File: src/design/stmp_pkg.sv
`timescale 1ns / 1ps
package stmp_pkg;

  // Input actions
  localparam logic [1:0] ACT_LOAD    = 2'd0;
  localparam logic [1:0] ACT_COMPUTE = 2'd1;
  localparam logic [1:0] ACT_READ    = 2'd2;

  // Matrix selectors for a load
  localparam logic [1:0] SEL_A = 2'd0;
  localparam logic [1:0] SEL_B = 2'd1;
  localparam logic [1:0] SEL_C = 2'd2;

  // Result kinds
  localparam logic KIND_REPORT = 1'b0;
  localparam logic KIND_READ   = 1'b1;

  localparam logic [63:0] S64_MAX = 64'h7FFF_FFFF_FFFF_FFFF;

  // Steps of the shared shift-add multiplier
  localparam logic [3:0] MS_HAB   = 4'd0;   // maxA * maxB
  localparam logic [3:0] MS_HABC  = 4'd1;   // * maxC
  localparam logic [3:0] MS_LAB   = 4'd2;   // minA * minB
  localparam logic [3:0] MS_LABC  = 4'd3;   // * minC, form numerator difference
  localparam logic [3:0] MS_N2    = 4'd4;   // n * n
  localparam logic [3:0] MS_N3    = 4'd5;   // n^2 * n
  localparam logic [3:0] MS_N6    = 4'd6;   // n^3 * n^3
  localparam logic [3:0] MS_NUM   = 4'd7;   // difference * n^6
  localparam logic [3:0] MS_SAB   = 4'd8;   // sumA * sumB
  localparam logic [3:0] MS_DEN   = 4'd9;   // * sumC
  localparam logic [3:0] MS_SCALE = 4'd10;  // scale * D accumulator

  // Commands from controller to datapath
  typedef struct packed {
    logic       load_we;
    logic       rd_capture;
    logic       out_report;
    logic       out_read;
    logic       clr_we;
    logic       st_upd;
    logic       st_first;
    logic       sel_j;
    logic       mac_clr;
    logic       mac_mul;
    logic       mac_acc;
    logic       mac_d;
    logic       p_we;
    logic       d_we;
    logic       mul_start;
    logic [3:0] mul_step;
    logic       div_start;
    logic       scale_load;
  } stmp_cmd_t;

  // Status from datapath to controller
  typedef struct packed {
    logic mul_done;
    logic div_done;
    logic den_zero;
  } stmp_sts_t;

endpackage

File: src/design/stmp_ctrl.sv
`timescale 1ns / 1ps
module stmp_ctrl #(
  parameter int MAX_DIM = 16,
  localparam int IW = (MAX_DIM > 1) ? $clog2(MAX_DIM) : 1,
  localparam int CW = $clog2(MAX_DIM + 1)
) (
  input  logic                clk,
  input  logic                rst_n,
  input  logic                in_valid,
  output logic                in_ready,
  input  logic [1:0]          in_action,
  output logic                out_valid,
  input  logic                out_ready,
  input  logic                cfg_valid,
  output logic                cfg_ready,
  input  logic [4:0]          cfg_data,
  output stmp_pkg::stmp_cmd_t cmd,
  input  stmp_pkg::stmp_sts_t sts,
  output logic [IW-1:0]       idx_i,
  output logic [IW-1:0]       idx_j,
  output logic [IW-1:0]       idx_k,
  output logic [CW-1:0]       n_use
);
  import stmp_pkg::*;

  localparam logic [4:0] S_CLR    = 5'd0;
  localparam logic [4:0] S_IDLE   = 5'd1;
  localparam logic [4:0] S_RD_OUT = 5'd2;
  localparam logic [4:0] S_ST_RD  = 5'd3;
  localparam logic [4:0] S_ST_UPD = 5'd4;
  localparam logic [4:0] S_MUL    = 5'd5;
  localparam logic [4:0] S_MULW   = 5'd6;
  localparam logic [4:0] S_DIV    = 5'd7;
  localparam logic [4:0] S_DIVW   = 5'd8;
  localparam logic [4:0] S_SCL    = 5'd9;
  localparam logic [4:0] S_P_RD   = 5'd10;
  localparam logic [4:0] S_P_MUL  = 5'd11;
  localparam logic [4:0] S_P_ACC  = 5'd12;
  localparam logic [4:0] S_D_RD   = 5'd13;
  localparam logic [4:0] S_D_MUL  = 5'd14;
  localparam logic [4:0] S_D_ACC  = 5'd15;
  localparam logic [4:0] S_D_MS   = 5'd16;
  localparam logic [4:0] S_D_MW   = 5'd17;
  localparam logic [4:0] S_D_WR   = 5'd18;
  localparam logic [4:0] S_REPORT = 5'd19;

  localparam logic [IW-1:0] IDX_TOP = IW'(MAX_DIM - 1);

  logic [4:0]    state_r, state_nxt;
  logic [IW-1:0] i_r, i_nxt, j_r, j_nxt, k_r, k_nxt;
  logic [3:0]    step_r, step_nxt;
  logic          out_valid_r, out_valid_nxt;
  logic [4:0]    size_r, size_nxt;
  logic [IW-1:0] nm1;
  logic          in_fire;
  logic          i_last, j_last, k_last;

  // Clamp the size register to the range in use
  always_comb begin
    if (size_r == 5'd0) begin
      n_use = CW'(1);
    end else if (32'(size_r) > MAX_DIM) begin
      n_use = CW'(MAX_DIM);
    end else begin
      n_use = CW'(size_r);
    end
  end

  assign nm1    = IW'(n_use - CW'(1));
  assign i_last = (i_r == nm1);
  assign j_last = (j_r == nm1);
  assign k_last = (k_r == nm1);

  assign in_ready  = (state_r == S_IDLE) && (!out_valid_r || out_ready);
  assign in_fire   = in_valid && in_ready;
  assign out_valid = out_valid_r;
  assign cfg_ready = 1'b1;
  assign idx_i     = i_r;
  assign idx_j     = j_r;
  assign idx_k     = k_r;

  // Sequence loads, reads and the compute phases
  always_comb begin
    state_nxt     = state_r;
    i_nxt         = i_r;
    j_nxt         = j_r;
    k_nxt         = k_r;
    step_nxt      = step_r;
    out_valid_nxt = out_valid_r;
    size_nxt      = cfg_valid ? cfg_data : size_r;
    cmd           = '0;
    cmd.mul_step  = step_r;
    if (out_valid_r && out_ready) begin
      out_valid_nxt = 1'b0;
    end
    case (state_r)
      S_CLR: begin
        cmd.clr_we = 1'b1;
        if (j_r == IDX_TOP) begin
          j_nxt = '0;
          if (i_r == IDX_TOP) begin
            i_nxt     = '0;
            state_nxt = S_IDLE;
          end else begin
            i_nxt = i_r + IW'(1);
          end
        end else begin
          j_nxt = j_r + IW'(1);
        end
      end
      S_IDLE: begin
        if (in_fire) begin
          case (in_action)
            ACT_LOAD: cmd.load_we = 1'b1;
            ACT_COMPUTE: begin
              i_nxt     = '0;
              j_nxt     = '0;
              k_nxt     = '0;
              state_nxt = S_ST_RD;
            end
            ACT_READ: begin
              cmd.rd_capture = 1'b1;
              state_nxt      = S_RD_OUT;
            end
            default: ;
          endcase
        end
      end
      S_RD_OUT: begin
        cmd.out_read  = 1'b1;
        out_valid_nxt = 1'b1;
        state_nxt     = S_IDLE;
      end
      S_ST_RD: state_nxt = S_ST_UPD;
      S_ST_UPD: begin
        cmd.st_upd   = 1'b1;
        cmd.st_first = (i_r == '0) && (k_r == '0);
        state_nxt    = S_ST_RD;
        if (k_last) begin
          k_nxt = '0;
          if (i_last) begin
            i_nxt     = '0;
            step_nxt  = MS_HAB;
            state_nxt = S_MUL;
          end else begin
            i_nxt = i_r + IW'(1);
          end
        end else begin
          k_nxt = k_r + IW'(1);
        end
      end
      S_MUL: begin
        cmd.mul_start = 1'b1;
        state_nxt     = S_MULW;
      end
      S_MULW: begin
        if (sts.mul_done) begin
          if (step_r == MS_DEN) begin
            state_nxt = S_DIV;
          end else begin
            step_nxt  = step_r + 4'd1;
            state_nxt = S_MUL;
          end
        end
      end
      S_DIV: begin
        if (sts.den_zero) begin
          state_nxt = S_SCL;
        end else begin
          cmd.div_start = 1'b1;
          state_nxt     = S_DIVW;
        end
      end
      S_DIVW: begin
        if (sts.div_done) begin
          state_nxt = S_SCL;
        end
      end
      S_SCL: begin
        cmd.scale_load = 1'b1;
        cmd.mac_clr    = 1'b1;
        step_nxt       = MS_SCALE;
        state_nxt      = S_P_RD;
      end
      S_P_RD: begin
        cmd.sel_j = 1'b1;
        state_nxt = S_P_MUL;
      end
      S_P_MUL: begin
        cmd.sel_j   = 1'b1;
        cmd.mac_mul = 1'b1;
        state_nxt   = S_P_ACC;
      end
      S_P_ACC: begin
        cmd.sel_j   = 1'b1;
        cmd.mac_acc = 1'b1;
        state_nxt   = S_P_RD;
        if (k_last) begin
          cmd.p_we    = 1'b1;
          cmd.mac_clr = 1'b1;
          k_nxt       = '0;
          if (j_last) begin
            j_nxt = '0;
            if (i_last) begin
              i_nxt     = '0;
              state_nxt = S_D_RD;
            end else begin
              i_nxt = i_r + IW'(1);
            end
          end else begin
            j_nxt = j_r + IW'(1);
          end
        end else begin
          k_nxt = k_r + IW'(1);
        end
      end
      S_D_RD: begin
        cmd.sel_j = 1'b1;
        state_nxt = S_D_MUL;
      end
      S_D_MUL: begin
        cmd.sel_j   = 1'b1;
        cmd.mac_d   = 1'b1;
        cmd.mac_mul = 1'b1;
        state_nxt   = S_D_ACC;
      end
      S_D_ACC: begin
        cmd.sel_j   = 1'b1;
        cmd.mac_acc = 1'b1;
        if (k_last) begin
          k_nxt     = '0;
          state_nxt = S_D_MS;
        end else begin
          k_nxt     = k_r + IW'(1);
          state_nxt = S_D_RD;
        end
      end
      S_D_MS: begin
        cmd.mul_start = 1'b1;
        state_nxt     = S_D_MW;
      end
      S_D_MW: begin
        if (sts.mul_done) begin
          state_nxt = S_D_WR;
        end
      end
      S_D_WR: begin
        cmd.d_we    = 1'b1;
        cmd.mac_clr = 1'b1;
        state_nxt   = S_D_RD;
        if (j_last) begin
          j_nxt = '0;
          if (i_last) begin
            i_nxt     = '0;
            state_nxt = S_REPORT;
          end else begin
            i_nxt = i_r + IW'(1);
          end
        end else begin
          j_nxt = j_r + IW'(1);
        end
      end
      S_REPORT: begin
        cmd.out_report = 1'b1;
        out_valid_nxt  = 1'b1;
        state_nxt      = S_IDLE;
      end
      default: state_nxt = S_IDLE;
    endcase
  end

  // Hold control state
  always_ff @(posedge clk) begin
    if (!rst_n) begin
      state_r     <= S_CLR;
      i_r         <= '0;
      j_r         <= '0;
      k_r         <= '0;
      step_r      <= MS_HAB;
      out_valid_r <= 1'b0;
      size_r      <= 5'd16;
    end else begin
      state_r     <= state_nxt;
      i_r         <= i_nxt;
      j_r         <= j_nxt;
      k_r         <= k_nxt;
      step_r      <= step_nxt;
      out_valid_r <= out_valid_nxt;
      size_r      <= size_nxt;
    end
  end

endmodule

File: config.mk
export PLATFORM = sky130hd
export DESIGN_NAME = stmp_ctrl
export DESIGN_NICKNAME = d
export VERILOG_FILES = /design/src/design/stmp_pkg.sv /design/src/design/stmp_ctrl.sv
export SDC_FILE = /design/constraint.sdc
export NUM_CORES = 1
export LEC_CHECK = 0
export BUFFER_PORTS_ARGS = -buffer_cell sky130_fd_sc_hd__buf_2
export CAP_MARGIN = 20
export CORE_ASPECT_RATIO = 0.75
export CORE_MARGIN = 2
export CORE_UTILIZATION = 45
export DETAILED_ROUTE_END_ITERATION = 10
export PLACE_DENSITY = 0.69
export SLEW_MARGIN = 20
export SYNTH_ARGS = -nofsm -noshare
export SYNTH_HDL_FRONTEND = slang
export SYNTH_SLANG_ARGS = --single-unit
File: constraint.sdc
create_clock -name clk -period 3.04 [get_ports clk]
set_input_delay 0.304 -clock clk [delete_from_list [all_inputs] [get_ports clk]]
set_output_delay 0.304 -clock clk [all_outputs]
set_load 0.01 [all_outputs]
==> metrics.yaml, run 1 <==
status: "completed"
initial_core_util_pct: 46.0
syn2layout_area_growth_pct: 17.2
final_area_um2: 2840
synthSimpleGateAreaFrac_pct: 33.4
placed_cell_area_um2: 2780
maxCapViolations: 0
vdd_drop_max_uv: 304
fmax_mhz: 342
avgViaCountPerCell: 5.83
cp.required_ns: 2.74
arrival_ns: 2.62
synth_area_per_cell_um2: 7.62
clk_pin_slew_ns: 0.11
dp_hpwl_um: 5170
critPathMaxFanout: 5
holdCritPathClass: "input port to register"
drc: 0
synth_compound_area_share_pct: 24.0
muxShareOfSynthArea_pct: 2.48
fin_tns_setup_ns: 0
cp_slowest_cell: "dfxtp_1"
fin_skew_ns: 0.00856
maxSlewHeadroom_pct: 59.2
synth_top_family_by_area: "simple AND/OR/NAND/NOR gates"
netlist_instances: 318
p_leak_nw: 1.20
io_pins: 56
endpoint_kind: "output pin"
synthXorXnorAreaFrac_pct: 7.49
fin_util_pct: 53.9
cts-htree-levels: 1
drive_above_1_share_pct: 23.4
ys_seq_elements: 27
worstSetupPathType: "register to output pin"
cts_tree: "done"
synth-edff-count: 0
synthAdderAreaFrac_pct: 4.13
fin_nets: 392
drt-initial-drc-count: 191
portBuffers: 54
critPathMaxStageDelay_ns: 0.40
routedWlPerCell_um: 15.2
synth.distinct_cells: 71
powerDensity_nw_per_um2: 523
cp_cell_sequence: "nor4_4, nor2_2, ha_1, xnor3_1, and2_1, and2_2, a21oi_1, o21ai_0, buf_2"
vias: 2584
cts_sinks: 27
netlist_area_um2: 2420
synth_flop_cell: "dfxtp_1"
antenna_found_initial: 0
fin_crit_ns: 2.92
clkLatencyLatePin_ns: 0.28
cp.buffers_inverters: 1
die_h_um: 67.5
cp_top_family: "simple AND/OR/NAND/NOR gates"
syn_nets: 341
core.rowCount: 23
worstMarginPinSlew_ns: 0.611
fp.coreArea_um2: 5270
slew_violations: 0
grt_pass1_wl_um: 10500
finalSetupViolations: 0
grt_usage_pct: 22.5
root_buffer: "clkbuf_8"
async_flop_share_pct: 0
grt_pass1_vias: 2166
hold_violations: 0
cts_max_path_buffers: 2
startpoint_type: "register"
numCtsBuffers: 3
overflow: 0
grt_max_degree: 26
n_antenna_cell: 0
yosys_warnings: 0
min_period_over_period_pct: 96.1
first_pass_iters: 5
routed_wl_um: 6750
ant_nets: 0
ctsHoldBuffers: 0
synth.yosys.seq_area_share_pct: 22.3
die_w_um: 88.7
place.gp.congestion: 0.889
dieArea_um2: 5990
==> area by class of cell <==
class                   count  area [um^2]
clock buffers               3         41.3
clock inverters             1         8.76
fillers                   519         2430
inverters                  16         60.1
multi-input cells         256         1740
flip-flops and latches     27          542
well taps                  75         93.8
repair buffers             65          353
==> Yosys cell counts (all sizes together), types with 2 or more instances <==
master	number	area [um^2]
a211oi	2	15.0
a21boi	3	22.5
a21oi	17	85.1
a221oi	2	17.5
a222oi	2	20.0
a31oi	2	12.5
and2	5	31.3
and3	3	18.8
buf	7	40.0
clkbuf	12	45.0
dfxtp	27	541
ha	8	100
inv	16	60.1
mux2i	6	60.1
nand2	26	97.6
nand2b	11	68.8
nand3	15	75.1
nand4	4	25.0
nand4b	2	17.5
nor2	32	120
nor2b	8	52.6
nor3	13	65.1
nor3b	4	30.0
nor4	4	40.0
nor4b	3	47.5
o2111ai	3	26.3
o211ai	4	35.0
o21a	2	15.0
o21ai	14	70.1
o21bai	3	22.5
o221ai	2	17.5
o22ai	4	25.0
o31a	2	17.5
o31ai	2	28.8
o32a	2	20.0
o41a	2	22.5
or2	2	12.5
or3	6	38.8
or4b	2	20.0
xnor2	5	43.8
xnor3	3	67.6
xor2	8	70.1
==> state kept, by name, summed over array words and instances (netlist names) <==
register   count
idx_k          4
state_r        5
step_r         4
size_r         5
idx_i          4
out_valid      1
idx_j          4
==> stage by stage <==
step	std cells	power [mW]	worst slack, ns	hold WS, ns
floorplan	318	1.01	0.508	0.434
global placement	438	1.24	0.414	0.485
detailed placement	438	1.25	0.326	0.490
CTS	442	1.48	0.0842	0.244
global route	443	1.60	-0.00387	0.258
finish	443	1.48	0.118	0.239
==> metal layers <==
layer / vias up / wire [um] / GRT usage [%]
met5: - / 0 / 0
met2: 110 / 2830 / 32.4
li1: 1268 / - / -
met4: 0 / 20 / 2.84
met3: 2 / 504 / 3.42
met1: 1204 / 3400 / 35.7
==> where the power goes <==
part	leakage [nW]	internal [mW]	switching, mW
Combinational	0.953	0.332	0.422
Sequential	0.219	0.398	0.104
Clock	0.0261	0.0965	0.130
==> worst reg2reg max path, stage by stage (launching register included) <==
cell and delay, ns:
dfxtp_1 0.40, nor4_4 0.39, nor2_2 0.12, ha_1 0.27, xnor3_1 0.28, nand2_1 0.09
o31a_1 0.42, or4b_1 0.53, a21oi_1 0.15
==> cells by family after synthesis <==
kind of cell,after synthesis
compound gates,80
flops,27
other cells,1
fa+ha+maj,8
simple gates,145
xor+xnor,16
mux,6
buf+inv,35
==> cells in the final DEF, fill, tap and decap left out, types with 4 or more instances in the layout <==
cell,instances
mux2i_1,6
nor2b_1,7
o21ai_0,14
buf_2,54
dfxtp_1,26
nand3_1,15
xnor2_1,5
inv_1,16
nor3b_1,4
or3_1,5
nand2b_1,11
nor3_1,13
and2_1,4
a21oi_1,17
xor2_1,8
nor2_1,31
nand4_1,4
ha_1,8
nand2_1,26
buf_4,11
o22ai_1,4
==> final timing paths <==
| check | startpoint | to | slack (ns) | cells after the start |
|---|---|---|---|---|
| setup reg to reg | size_r[2]$_SDFFE_PN0P_ | idx_i[0]$_SDFFE_PN0P_ | 0.32 | 8 |
| hold / removal | cfg_data[4] | size_r[4]$_SDFFE_PN1P_ | 0.24 | 3 |
| hold reg to reg | step_r[3]$_SDFFE_PN0P_ | step_r[3]$_SDFFE_PN0P_ | 0.50 | 2 |
| setup / recovery | size_r[2]$_SDFFE_PN0P_ | cmd[12] | 0.12 | 9 |
==> what timing repair did <==
| item | in CTS | in global routing |
|---|---|---|
| gates resized for setup | 0 | 3 |
| setup endpoints to repair | 0 | 1 |
| buffers inserted | 0 | 1 |
| endpoints found under the hold margin | 0 | 0 |
Power figures use the tool's default switching activity.
==> run 2, diff against run 1 <==
- CORE_UTILIZATION: 45 -> 55
- PLACE_DENSITY: 0.69 -> 0.81
==> metrics.yaml, run 2 (synthesized netlist as in run 1, its figures left out) <==
p_leak_nw: 1.19
cp_slowest_cell: "dfxtp_1"
r2r_slack_ns: 0.20
die_w_um: 80.6
final_cell_mix: "buf_2, nor2_1, dfxtp_1"
critPathMaxStageDelay_ns: 0.42
n_antenna_cell: 0
status: "completed"
cp.required_ns: 2.74
placed_cell_area_um2: 2730
setup_ws_ns: 0.107
fin_skew_ns: 0.00837
syn2layout_area_growth_pct: 16.2
cts_sinks: 27
met2_usage_pct: 45.6
powerDensity_nw_per_um2: 530
fin_tns_setup_ns: 0
seqCellArea_um2: 541
ctsHoldBuffers: 0
initial_core_util_pct: 58.7
arrival_ns: 2.63
drt-initial-drc-count: 308
rr_worst_depth: 8
io_pins: 56
clkLatencyLatePin_ns: 0.28
reg2reg_from: "size_r[0]$_SDFFE_PN0P_"
critPathMaxFanout: 5
grt_util_met3_pct: 5.72
fmax_mhz: 341
hold_violations: 0
grt_busiest_layer: "met2"
grt_pass1_vias: 2228
dieArea_um2: 4960
avgViaCountPerCell: 6.40
grt_pass1_wl_um: 10800
core.rowCount: 20
multiInputGateArea_um2: 1760
endpoint: "cmd[12]"
routedWlPerCell_um: 16.9
endpoint_kind: "output pin"
cts_max_path_buffers: 2
grt_usage_pct: 28.4
vdd_drop_max_uv: 359
routed_wl_um: 7120
ant_nets: 0
worstSetupPathType: "register to output pin"
grtUsageMet1_pct: 39.9
drc: 0
whs_ns: 0.253
largestRegisters: "size_r x5, state_r x5"
slew_violations: 0
root_buffer: "clkbuf_8"
fp.coreArea_um2: 4130
crit_start: "size_r[0]$_SDFFE_PN0P_"
layout.cells.non_filler: 421
place.gp.congestion: 0.908
maxCapViolations: 0
cp_cell_sequence: "nor2b_1, nor2_1, ha_4, xnor3_1, and2_1, and2_2, a21oi_1, o21ai_0, buf_2"
numCtsBuffers: 3
vias: 2696
finalSetupViolations: 0
fin_nets: 390
clk_pin_slew_ns: 0.10
grt_max_degree: 26
drive_above_1_share_pct: 23.0
cts-htree-levels: 1
maxSlewHeadroom_pct: 59.0
p_total_mw: 1.49
first_pass_iters: 8
final_area_um2: 2810
holdCritPathClass: "input port to register"
fin_util_pct: 68.2
final_common_cell: "buf_2"
fin_crit_ns: 2.93
portBuffers: 54
dp_cells: 415
r2r_end: "state_r[2]$_SDFFE_PN0P_"
die_h_um: 61.5
overflow: 0
worstMarginPinSlew_ns: 0.614
startpoint_type: "register"
dpl_worst_slack_ns: 0.282
fill_cells: 344
min_period_over_period_pct: 96.5
cts_tree: "done"
dp_hpwl_um: 5100
antenna_found_initial: 0
## run 2: worst min-delay path by stage
| stage | cells past startpoint | endpoint | from |
|---|---|---|---|
| floorplan | 2 | size_r[4]$_SDFFE_PN1P_ | cfg_data[4] |
| global placement | 2 | step_r[3]$_SDFFE_PN0P_ | step_r[3]$_SDFFE_PN0P_ |
| detailed placement | 2 | step_r[3]$_SDFFE_PN0P_ | step_r[3]$_SDFFE_PN0P_ |
| CTS | 3 | size_r[4]$_SDFFE_PN1P_ | cfg_data[4] |
| global route | 3 | size_r[4]$_SDFFE_PN1P_ | cfg_data[4] |
| finish | 3 | size_r[4]$_SDFFE_PN1P_ | cfg_data[4] |
## run 2: layout make-up
type                    count  share of cell area, %
well taps                  55                   2.45
multi-input cells         256                   62.5
inverters                  16                   2.13
clock inverters             1                  0.267
clock buffers               3                   1.47
flip-flops and latches     27                   19.2
repair buffers             63                   12.0
## run 2: worst max-delay path: cells and delay by family (launching register included)
family,cells,cell delay [ns]
fa+ha+maj,1,0.22
flops,1,0.42
compound gates,2,0.21
xor+xnor,1,0.34
simple gates,4,0.99
buf+inv,1,0.15
## run 2: where the power goes
part	internal [mW]	switching [mW]	leakage, nW
logic	0.328	0.461	0.946
registers	0.398	0.0871	0.220
clock network	0.0933	0.124	0.0217
## run 2: layer usage
layer  vias up  part of all wire [%]
met5         -                     0
met4         0                   1.3
met3        15                    11
met2       185                    44
met1      1235                    44
li1       1261                     -
## run 2: repair_timing
action,CTS,global route
buffers inserted,0,2
gates resized for setup,0,3
setup endpoints to repair,0,1
